**config.mk**
```make
export PLATFORM = sky130hd
export DESIGN_NAME = lobm_scan
export DESIGN_NICKNAME = d
export VERILOG_FILES = /design/src/design/lobm_pkg.sv /design/src/design/lobm_scan.sv
export SDC_FILE = /design/constraint.sdc
export NUM_CORES = 1
export LEC_CHECK = 0
export BUFFER_PORTS_ARGS = -buffer_cell sky130_fd_sc_hd__clkbuf_2
export CAP_MARGIN = 15
export CORE_AREA = 2 2 182 184
export CTS_CLUSTER_SIZE = 16
export DETAILED_ROUTE_END_ITERATION = 8
export DIE_AREA = 0 0 184 186
export PLACE_DENSITY_LB_ADDON = 0.25
export SETUP_SLACK_MARGIN = 0.05
export SYNTH_ARGS = -nofsm -noshare
export SYNTH_HDL_FRONTEND = slang
export SYNTH_SLANG_ARGS = --single-unit
```
**constraint.sdc**
```tcl
create_clock -name clock -period 11.95 [get_ports clock]
set_input_delay 2.39 -clock clock [delete_from_list [all_inputs] [get_ports clock]]
set_output_delay 2.39 -clock clock [all_outputs]
set_load 0.02 [all_outputs]
```
**src/design/lobm_pkg.sv**
```systemverilog
`timescale 1ns / 1ps
// ----------------------------------------------------------------------------
// Limit order book package
// Shared types and codes for the order book matcher: slot entry layout,
// scan result flags, request modes, result status codes and sides.
// ----------------------------------------------------------------------------
package lobm_pkg;

   // Request modes.
   localparam logic [1:0] MODE_ADD    = 2'd0;
   localparam logic [1:0] MODE_CANCEL = 2'd1;
   localparam logic [1:0] MODE_MODIFY = 2'd2;

   // Result status codes.
   localparam logic [2:0] ST_TRADE     = 3'd0;
   localparam logic [2:0] ST_ACCEPTED  = 3'd1;
   localparam logic [2:0] ST_DUPLICATE = 3'd2;
   localparam logic [2:0] ST_FAK_MISS  = 3'd3;
   localparam logic [2:0] ST_UNKNOWN   = 3'd4;
   localparam logic [2:0] ST_CANCELLED = 3'd5;
   localparam logic [2:0] ST_FULL      = 3'd6;

   // Sides and kinds.
   localparam logic SIDE_BUY  = 1'b0;
   localparam logic SIDE_SELL = 1'b1;
   localparam logic KIND_FAK  = 1'b1;

   // Trades made for one request at most, and the width of that count.
   localparam int TRADE_CNT_W = 7;
   localparam logic [TRADE_CNT_W-1:0] MAX_TRADES = 7'd64;

   // One resting order as held in the slot memory.
   typedef struct packed {
      logic [31:0]        order_id;
      logic               side;
      logic               kind;
      logic signed [31:0] price;
      logic [31:0]        remaining;
      logic [31:0]        arrival;
   } entry_type;

   // Outcome of one pass over the slot table.
   typedef struct packed {
      logic found;
      logic found_kind;
      logic free_found;
      logic bid_found;
      logic ask_found;
   } scan_flags_type;

endpackage

```
**src/design/lobm_scan.sv**
```systemverilog
`timescale 1ns / 1ps
// ----------------------------------------------------------------------------
// Order book scan unit
// Looks at one slot a cycle and keeps the id match, the first free slot
// and the best bid and ask in price then arrival order.
// ----------------------------------------------------------------------------
module lobm_scan #(
   parameter int SLOTS = 64
) (
   input  logic                       clock,
   input  logic                       reset,
   input  logic                       clr,
   input  logic                       eval,
   input  lobm_pkg::entry_type        ent,
   input  logic                       ent_live,
   input  logic [$clog2(SLOTS)-1:0]   ent_idx,
   input  logic [31:0]                key_id,
   output lobm_pkg::scan_flags_type   flags,
   output logic [$clog2(SLOTS)-1:0]   found_idx,
   output logic [$clog2(SLOTS)-1:0]   free_idx,
   output logic [$clog2(SLOTS)-1:0]   bid_idx,
   output logic [$clog2(SLOTS)-1:0]   ask_idx,
   output lobm_pkg::entry_type        bid_ent,
   output lobm_pkg::entry_type        ask_ent
);
   import lobm_pkg::*;

   localparam int SLOT_W = $clog2(SLOTS);

   scan_flags_type    flags_ff;
   logic [SLOT_W-1:0] found_idx_ff;
   logic [SLOT_W-1:0] free_idx_ff;
   logic [SLOT_W-1:0] bid_idx_ff;
   logic [SLOT_W-1:0] ask_idx_ff;
   entry_type         bid_ent_ff;
   entry_type         ask_ent_ff;

   logic hit_id;
   logic hit_free;
   logic hit_bid;
   logic hit_ask;

   // Priority compare: better price wins, at equal price the earlier stamp.
   always_comb begin
      hit_id   = ent_live && (ent.order_id == key_id) && !flags_ff.found;
      hit_free = !ent_live && !flags_ff.free_found;
      hit_bid  = ent_live && (ent.side == SIDE_BUY) &&
                 (!flags_ff.bid_found ||
                  ((ent.price != bid_ent_ff.price) ? (ent.price > bid_ent_ff.price)
                                                    : (ent.arrival < bid_ent_ff.arrival)));
      hit_ask  = ent_live && (ent.side == SIDE_SELL) &&
                 (!flags_ff.ask_found ||
                  ((ent.price != ask_ent_ff.price) ? (ent.price < ask_ent_ff.price)
                                                    : (ent.arrival < ask_ent_ff.arrival)));
   end

   // Flags, cleared at the start of each pass.
   always_ff @(posedge clock) begin
      if (reset || clr) begin
         flags_ff <= '0;
      end else if (eval) begin
         if (hit_id) begin
            flags_ff.found      <= 1'b1;
            flags_ff.found_kind <= ent.kind;
         end
         if (hit_free) begin
            flags_ff.free_found <= 1'b1;
         end
         if (hit_bid) begin
            flags_ff.bid_found <= 1'b1;
         end
         if (hit_ask) begin
            flags_ff.ask_found <= 1'b1;
         end
      end
   end

   // Captured slot numbers and best entries.
   always_ff @(posedge clock) begin
      if (eval) begin
         if (hit_id) begin
            found_idx_ff <= ent_idx;
         end
         if (hit_free) begin
            free_idx_ff <= ent_idx;
         end
         if (hit_bid) begin
            bid_idx_ff <= ent_idx;
            bid_ent_ff <= ent;
         end
         if (hit_ask) begin
            ask_idx_ff <= ent_idx;
            ask_ent_ff <= ent;
         end
      end
   end

   assign flags     = flags_ff;
   assign found_idx = found_idx_ff;
   assign free_idx  = free_idx_ff;
   assign bid_idx   = bid_idx_ff;
   assign ask_idx   = ask_idx_ff;
   assign bid_ent   = bid_ent_ff;
   assign ask_ent   = ask_ent_ff;

endmodule

```
## Yosys cells after proc, flatten, opt, wreduce, memory -nomap -nowiden

Index checks and enable logic that the tools add are counted.

- Latch bits: 0
- Input bits: 173
- Memory bits (read-only): 0
- Memories: 0
- Flip-flop bits (word level): 289
- Memory bits (writable): 0
- Word-level logic and storage cells: 50

- Reductions and logical operators: 19
- Shift operators: 0
- Multipliers: 0
- Bitwise logic cells: 1
- Div/mod/pow operators: 0
- Add/sub/neg operators: 0
- Eq/ne operators: 3
- $lt $le $gt $ge: 4
- Multiplexer cells: 2

Operators by type and width:

| kind | count |
|---|---|
| $lt 32x32->1 | 3 |
| $ne 32x32->1 | 2 |
| $eq 32x32->1 | 1 |
| $gt 32x32->1 | 1 |
| $reduce_and 2->1 | 4 |
| $logic_and 1x1->1 | 7 |
| $logic_not 1->1 | 5 |
| $logic_or 1x1->1 | 3 |
| $mux 1 | 2 |
| $not 1->1 | 1 |

## Longest topological paths before layout

Gate-level depths: netlist (run 1).

- Depth after elaboration: 5
- Mapped depth: 9

## Worst setup path after synthesis (run 1)

Ideal clock, no wire load.

- Kind: input to register
- Start point: input ent[77] (netlist bit)
- End point: register ask_ent_ff, in the netlist ask_ent[0], enable pin
- Arrival: 10.415 ns
- Library setup time: 0.677 ns
- Slack: 0.858 ns
- Stages: 8
- Cell sequence: ha_1 -> a21oi_1 -> nor2_1 -> a2111oi_0 -> o21ai_1 -> o32ai_1 -> mux2_1 -> a21oi_1

- Word-level cells in the longest chain between the ends: 5

Ends and longest elaborated chain:

| item | RTL line | source |
|---|---|---|
| start: declaration | lobm_scan.sv:14 | `input lobm_pkg::entry_type ent,` |
| $lt 32x32->1 or $ne 32x32->1 (tied branches) | lobm_scan.sv:53 | `((ent.price != ask_ent_ff.price) ? (ent.price < ask_ent_ff.price)` |
| $mux 1 (*) | lobm_scan.sv:53 |  |
| $logic_or 1x1->1 (*) | lobm_scan.sv:52 | `(!flags_ff.ask_found \|\|` |
| $logic_and 1x1->1 (*) | lobm_scan.sv:51 | `hit_ask = ent_live && (ent.side == SIDE_SELL) &&` |
| $reduce_and 2->1 (no line) (*) | n/a |  |
| end signal: assignment | lobm_scan.sv:93 | `ask_ent_ff <= ent;` |
| end: declaration | lobm_scan.sv:36 | `entry_type ask_ent_ff;` |

Mark *: on every way between the ends. The rest lies on a longest branch, timed or not.
A chain may end at the register's enable or synchronous reset.

## Worst setup path in the final report (run 1)

- Start point: input ent[11] (netlist bit)
- End point: register ask_ent_ff, in the netlist ask_ent[121], enable pin

- Word-level cells in the longest chain between the ends: 5

Ends and longest elaborated chain:

| item | RTL line | source |
|---|---|---|
| $lt 32x32->1 | lobm_scan.sv:54 | `: (ent.arrival < ask_ent_ff.arrival)));` |
| $mux 1 | lobm_scan.sv:53 |  |
| $logic_or 1x1->1 | lobm_scan.sv:52 |  |
| $logic_and 1x1->1 | lobm_scan.sv:51 |  |
| $reduce_and 2->1 (no line) | n/a |  |

Every way passes these cells.

==> results.md, run 1 <==
* Clock sinks at 289
* Area taken by multi-input logic gates at 0.00320 mm^2
* Endpoints failing setup at 0
* # H-tree levels at 1
* Non-filler cells, final at 1725
* Post-Syn Instances at 796
* Required @ worst endpoint at 12120 ps
* Final period utilization at 49.3%
* Max Cap Viol at 0
* Drt drc at 0
* Die H at 186 um
* Setup Fix Bufs, Post-CTS at 0
* Seq/Total Area, Yosys at 70.2%
* Core area at 0.0322 mm^2
* Tightest Pin Transition at 1060 ps
* Outcome: finished clean
* Comb power frac at 9.2%
* Starting Density at 38.1%
* Crit path max fanout at 60
* Relative slew slack at 29.5%
* Maximum vdd drop at 156 uV
* DR iter-0 viols at 423
* Power share of the clock group at 40.5%
* Die outline width at 184 um
* Setup crit end kind: register
* Ratio of cells with drive above 1 in the final layout at 39.8%
* Hold violation count in the final report at 0
* Placed Cells at 1668
* Vias in the first global route at 8455
* RSZ-0062 raised after global routing: false
* Switch share at 23.6%
* Clock Tree Buf Depth at 3
* Setup TNS at 0 ps
* Static Leak at 7.22 nW
* Net Count, Synth at 1095
* TritonCTS clock tree: built
* FMAX at 170 MHz
* Skew final at 13.8 ps
* Layout fillers at 2862
* Netlist cell types at 51
* CP Launch Type: input port
* Antenna viol nets, final at 0
* Port Buf Inserts at 461
* Area Growth Syn to Fin at 31.3%
* Part of the power in registers at 50.3%
* Cts hold-fix bufs at 0
* First-pass GRT wire length at 50500 um
* Post-CTS resize count at 0
* Worst setup margin at 6060 ps
* Average size of a mapped cell at 15.4 um^2
* Fin crit period at 5890 ps
* Fin area at 0.0161 mm^2
* Switch Pwr at 0.544 mW
* Max Slew Vio Count at 0
* Worst r2r src: ask_ent[11]$_DFFE_PP_
* R2r setup slk at 7620 ps
* Root Buffer: clkbuf_16
* Synth Register Bits at 289
* Vias per cell at 4.82
* Pwr/cell area at 143 mW/mm^2
* Cell Area, Synth at 0.0123 mm^2
* Power after layout at 2.31 mW
* DR pass1 iterations at 4
* All-Layer GR Usage at 19.8%
* I/O pin count at 462
* Area leader, netlist: edfxtp_1
* Detailed-route via count at 8315
* Per-cell routed wire length at 20.6 um
* Critical path type: input port to register
* Synth top area share at 69.4%
* CP Capture Point: ask_ent[121]$_DFFE_PP_
* Largest net degree at the start of global routing at 76
* Placer Congestion at 0.870
* Internal Power at 1.76 mW
* CTS Buf Count at 31
* Worst Hold Class: register to register
* Dpl cell area at 0.0151 mm^2
* Reg area at 0.00863 mm^2
* Hpwl dp at 27500 um
* Dominant cells by area after synthesis: edfxtp_1 (69%), ha_1 (13%), inv_1 (3.9%)
* Clock latency on the worst-skew pair at 560 ps
* Reg2reg end: ask_ent[121]$_DFFE_PP_
* Utilization after layout at 50.1%
* Reg clk slew, reported paths at 60 ps
* Worst r2r path cells at 10
* Remaining Overflow, GRT at 0
* Final WL at 35500 um
* Initial antenna violation count at 3
* Row count at 66
* Yosys warns at 0
* Setup crit start: ent[11]
* Nets at 1592
* Die footprint at 0.0342 mm^2
* Worst slack, placed at 5430 ps
* WHS at 507 ps
* Critical Path AT at 6060 ps
-- cells in the final DEF (no fill, tap or decap), drive strengths merged, types with 3 or more instances in the layout --
master / instances
o21ai: 16
inv: 127
xor2: 29
a21oi: 46
bufinv: 3
dfxtp: 5
a21o: 8
and4: 3
xnor2: 3
clkinv: 15
nor4: 10
nand4: 22
clkbuf: 497
edfxtp: 284
nor3: 9
o211ai: 4
buf: 3
a211oi: 5
ha: 126
nor2b: 3
o21a: 6
nand3: 11
nand2: 28
nor2: 20
a2111oi: 5
-- cell families after synthesis --
kind of cell / count (synthesis) / synth area share (%)
AND/OR/NAND/NOR: 112 / 4.96
buffers and inverters: 127 / 3.88
flip-flops: 289 / 70.2
adder cells (fa/ha/maj): 126 / 12.8
multiplexers: 3 / 0.255
XOR/XNOR: 32 / 2.28
AO/OA/AOI/OAI: 107 / 5.55
-- area by class of cell --
class | count | share of cell area (%)
antenna | 1 | 0.0155
tap | 408 | 3.17
multi-input combinational | 380 | 19.9
inverter | 127 | 2.96
timing repair buffer | 464 | 14.4
clock inverter | 20 | 1.14
clock buffer | 36 | 4.93
sequential | 289 | 53.5
-- metal layers --
metal  GRT usage (%)  routed length, um
met5               0                 26
met4            5.41                823
met3            6.95               3310
met2            34.9              17900
met1            22.8              13500
-- worst min path at each step --
| stage | startpoint | endpoint | cells past startpoint |
|---|---|---|---|
| 2_1_floorplan | flags[0]$_SDFFE_PP0P_ | flags[0]$_SDFFE_PP0P_ | 2 |
| 3_3_place_gp | flags[4]$_SDFFE_PP0P_ | flags[4]$_SDFFE_PP0P_ | 1 |
| 3_5_place_dp | flags[4]$_SDFFE_PP0P_ | flags[4]$_SDFFE_PP0P_ | 1 |
| 4_1_cts | flags[4]$_SDFFE_PP0P_ | flags[4]$_SDFFE_PP0P_ | 1 |
| 5_1_grt | flags[4]$_SDFFE_PP0P_ | flags[4]$_SDFFE_PP0P_ | 1 |
| 6_report | flags[4]$_SDFFE_PP0P_ | flags[4]$_SDFFE_PP0P_ | 1 |
-- worst max-delay path: stages --
cell and delay, ps:
clkbuf_2 120, ha_1 330, a21oi_1 140, o21ai_1 100, a2111oi_0 550, o41ai_1 240, a21oi_1 270, o22ai_1 220
a21oi_4 820, buf_4 770
-- power by group through the flow --
| stage | clock network [mW] | registers (mW) | logic (mW) |
|---|---|---|---|
| after CTS | 0.952 | 1.16 | 0.215 |
| after global placement | 0 | 1.18 | 0.212 |
| after floorplan | 0 | 1.22 | 0.0738 |
| after detailed placement | 0 | 1.18 | 0.214 |
| final | 0.934 | 1.16 | 0.212 |
| after global routing | 0.988 | 1.16 | 0.235 |
-- synthesized netlist by cell type (all sizes together) --
library cell and n:
o31ai 1, o22ai 2, nor2b 3, nand4 22
dfxtp 5, nor4 10, a211oi 5, nand2 28
xnor2 3, o21bai 1, ha 126, and3b 1
a2111o 2, o21ai 16, nor2 20, a2bb2oi 1
a21boi 2, nor3b 1, a21o 8, o41ai 1
nor3 9, mux2i 2, xor2 29, o2111ai 1
a2111oi 5, edfxtp 284, and4 3, a221o 2
a41oi 1, mux2 1, nand2b 2, nand3 11
o21a 6, and2 2, inv 127, o32ai 1
a31oi 1, a221oi 1, a21oi 46, o211ai 4
-- registers in the layout, indices dropped and copies added (netlist names) --
signal and flops:
bid_idx 6, bid_ent 130, free_idx 6, found_idx 6, flags 5, ask_ent 130, ask_idx 6
No activity file was read; power rests on OpenSTA's default activity.
==> inputs of run 2 (changes only) <==
clock period = 5.5 ns   (was 11.95 ns; I/O delays follow)
==> run 2 against run 1 <==
Critical path depth did not move; utilization is 0.26 points higher; clock-buffer cell count unchanged; via count fell by 0.46%; design area up 0.52%; combinational power rose by 120%; cell count rose by 0.41%; clock power up 120%; sequential share of layout area is 0.28 points lower; highest routed layer is now met4.
==> results.md, run 2 (same netlist as run 1, synthesis figures left out) <==
* Outcome: finished clean
* Post-CTS resize count at 0 (unchanged)
* Utilization after layout at 50.3% (+0.26 points)
* CTS Buf Count at 31 (unchanged)
* Core area at 0.0322 mm^2 (unchanged)
* All-Layer GR Usage at 19.4% (-0.42 points)
* Max Slew Vio Count at 0 (unchanged)
* Nets at 1593 (+0.063%)
* First-pass GRT wire length at 49200 um (-2.5%)
* Tightest Pin Transition at 967 ps (-89.9 ps)
* Reg clk slew, reported paths at 60 ps (about the same)
* Endpoints failing setup at 0 (unchanged)
* I/O pin count at 462 (unchanged)
* Placed Cells at 1669 (+0.060%)
* Skew final at 19.1 ps (+5.32 ps)
* Hpwl dp at 27100 um (-1.4%)
* Setup crit start: ent[85]
* Per-cell routed wire length at 19.9 um (-3.4%)
* TritonCTS clock tree: built
* Placer Congestion at 0.832 (-4.5%)
* Critical Path AT at 3930 ps (-2130 ps)
* Area Growth Syn to Fin at 32.0%
* Clock sinks at 289 (unchanged)
* Clock Tree Buf Depth at 3 (unchanged)
* HP Start: flags[1]$_SDFFE_PP0P_
* Clock latency on the worst-skew pair at 570 ps (about the same)
* Pwr/cell area at 311 mW/mm^2 (+120%)
* Vias per cell at 4.78 (-0.86%)
* Commonest cells after routing, fill and taps aside: clkbuf_2 (461), edfxtp_1 (284), inv_1 (127)
* Non-filler cells, final at 1732 (+0.41%)
* DR iter-0 viols at 346 (-18%)
* Fin crit period at 3750 ps
* Starting Density at 38.1% (unchanged)
* DR pass1 iterations at 5 (+1)
* Die outline width at 184 um (unchanged)
* Switch Pwr at 1.17 mW (+110%)
* Worst slack, placed at 1280 ps (-4150 ps)
* Row count at 66 (unchanged)
* Initial antenna violation count at 8 (+5)
* Worst r2r src: ask_ent[87]$_DFFE_PP_
* Comb power frac at 9.0% (-0.2 points)
* Root Buffer: clkbuf_16
* Commonest non-fill, non-tap cell in the layout: clkbuf_2
* Port Buf Inserts at 461 (unchanged)
* Maximum vdd drop at 369 uV (+140%)
* Setup crit end kind: register
* CP Launch Type: input port
* Final period utilization at 68.1%
* Final WL at 34400 um (-3.0%)
* RSZ-0062 raised after global routing: false
* Vias in the first global route at 8352 (-1.2%)
* Die footprint at 0.0342 mm^2 (unchanged)
* Ratio of cells with drive above 1 in the final layout at 39.7% (-0.076 points)
* Remaining Overflow, GRT at 0 (unchanged)
* Detailed-route via count at 8277 (-0.46%)
* Switch share at 23.1% (-0.45 points)
* Hold violation count in the final report at 0 (unchanged)
* Setup Fix Bufs, Post-CTS at 0 (unchanged)
* Drt drc at 0 (unchanged)
* Internal Power at 3.88 mW (+120%)
* Setup TNS at 0 ps (unchanged)
* Worst setup margin at 1750 ps (-4310 ps)
* # H-tree levels at 1 (unchanged)
* Power share of the clock group at 41.0% (+0.5 points)
* Part of the power in registers at 50.0% (-0.3 points)
* Relative slew slack at 35.4% (+5.9 points)
* Required @ worst endpoint at 5680 ps (-6440 ps)
* Largest net degree at the start of global routing at 137 (+80%)
* Die H at 186 um (unchanged)
* Worst Hold Class: register to register
* Crit path max fanout at 136 (+130%)
* Critical path type: input port to register
* Static Leak at 7.24 nW (+0.28%)
* Max Cap Viol at 0 (unchanged)
* FMAX at 267 MHz
* Antenna viol nets, final at 0 (unchanged)
* Cts hold-fix bufs at 0 (unchanged)
run 2: cell count changes in the layout (fill, tap and decap cells not counted), sizes merged:
cell      previous run  this run
inv                127       128
clkinvlp             2         3
bufinv               3         4
buf                  3         4
diode                1         8
clkinv              15        11
run 2: cell type report:
type	count	area, um^2
Clock buffer	36	795
Timing Repair Buffer	465	2370
Sequential cell	289	8630
Clock inverter	19	210
Tap cell	408	510
Fill cell	2859	16000
Multi-Input combinational cell	380	3200
Inverter	127	477
Antenna cell	8	20.0
run 2: final timing paths:
| check | end | slack, ps | depth (start not counted) |
|---|---|---|---|
| setup / recovery | ask_ent[92]$_DFFE_PP_ | 1750 | 10 |
| hold / removal | flags[1]$_SDFFE_PP0P_ | 510 | 1 |
| setup reg to reg | ask_ent[92]$_DFFE_PP_ | 2010 | 10 |
| hold reg to reg | flags[1]$_SDFFE_PP0P_ | 510 | 1 |
run 2: routing by layer:
layer	wire length [um]	global-route usage (%)	vias up
met1	13400	23.0	3946
met3	2930	6.69	48
met4	949	6.59	0
met2	17200	32.9	307
met5	0	0	-
li1	-	-	3976
run 2: per-stage QoR:
| step | power [mW] | cell area (um^2) | hold WS (ps) |
|---|---|---|---|
| final | 5.05 | 16200 | 505 |
| after global routing | 5.22 | 16200 | 524 |
| after CTS | 5.10 | 16200 | 511 |
| after detailed placement | 3.03 | 15200 | 489 |
| after global placement | 3.02 | 15200 | 485 |
| after floorplan | 2.80 | 12300 | 566 |
run 2: critical path, cell delays in order:
cell	delay [ps]
clkbuf_2	110
ha_1	310
nand4_1	150
nor3_1	380
and3b_1	270
nand3_1	190
nor3_1	270
o22ai_1	160
a21oi_4	200
buf_12	500
run 2: power by group through the flow:
stage | combinational, mW | sequential, mW | clock (mW)
after global placement | 0.457 | 2.56 | 0
after CTS | 0.465 | 2.52 | 2.12
after global routing | 0.508 | 2.53 | 2.19
final | 0.457 | 2.52 | 2.07
after floorplan | 0.161 | 2.64 | 0
after detailed placement | 0.463 | 2.57 | 0
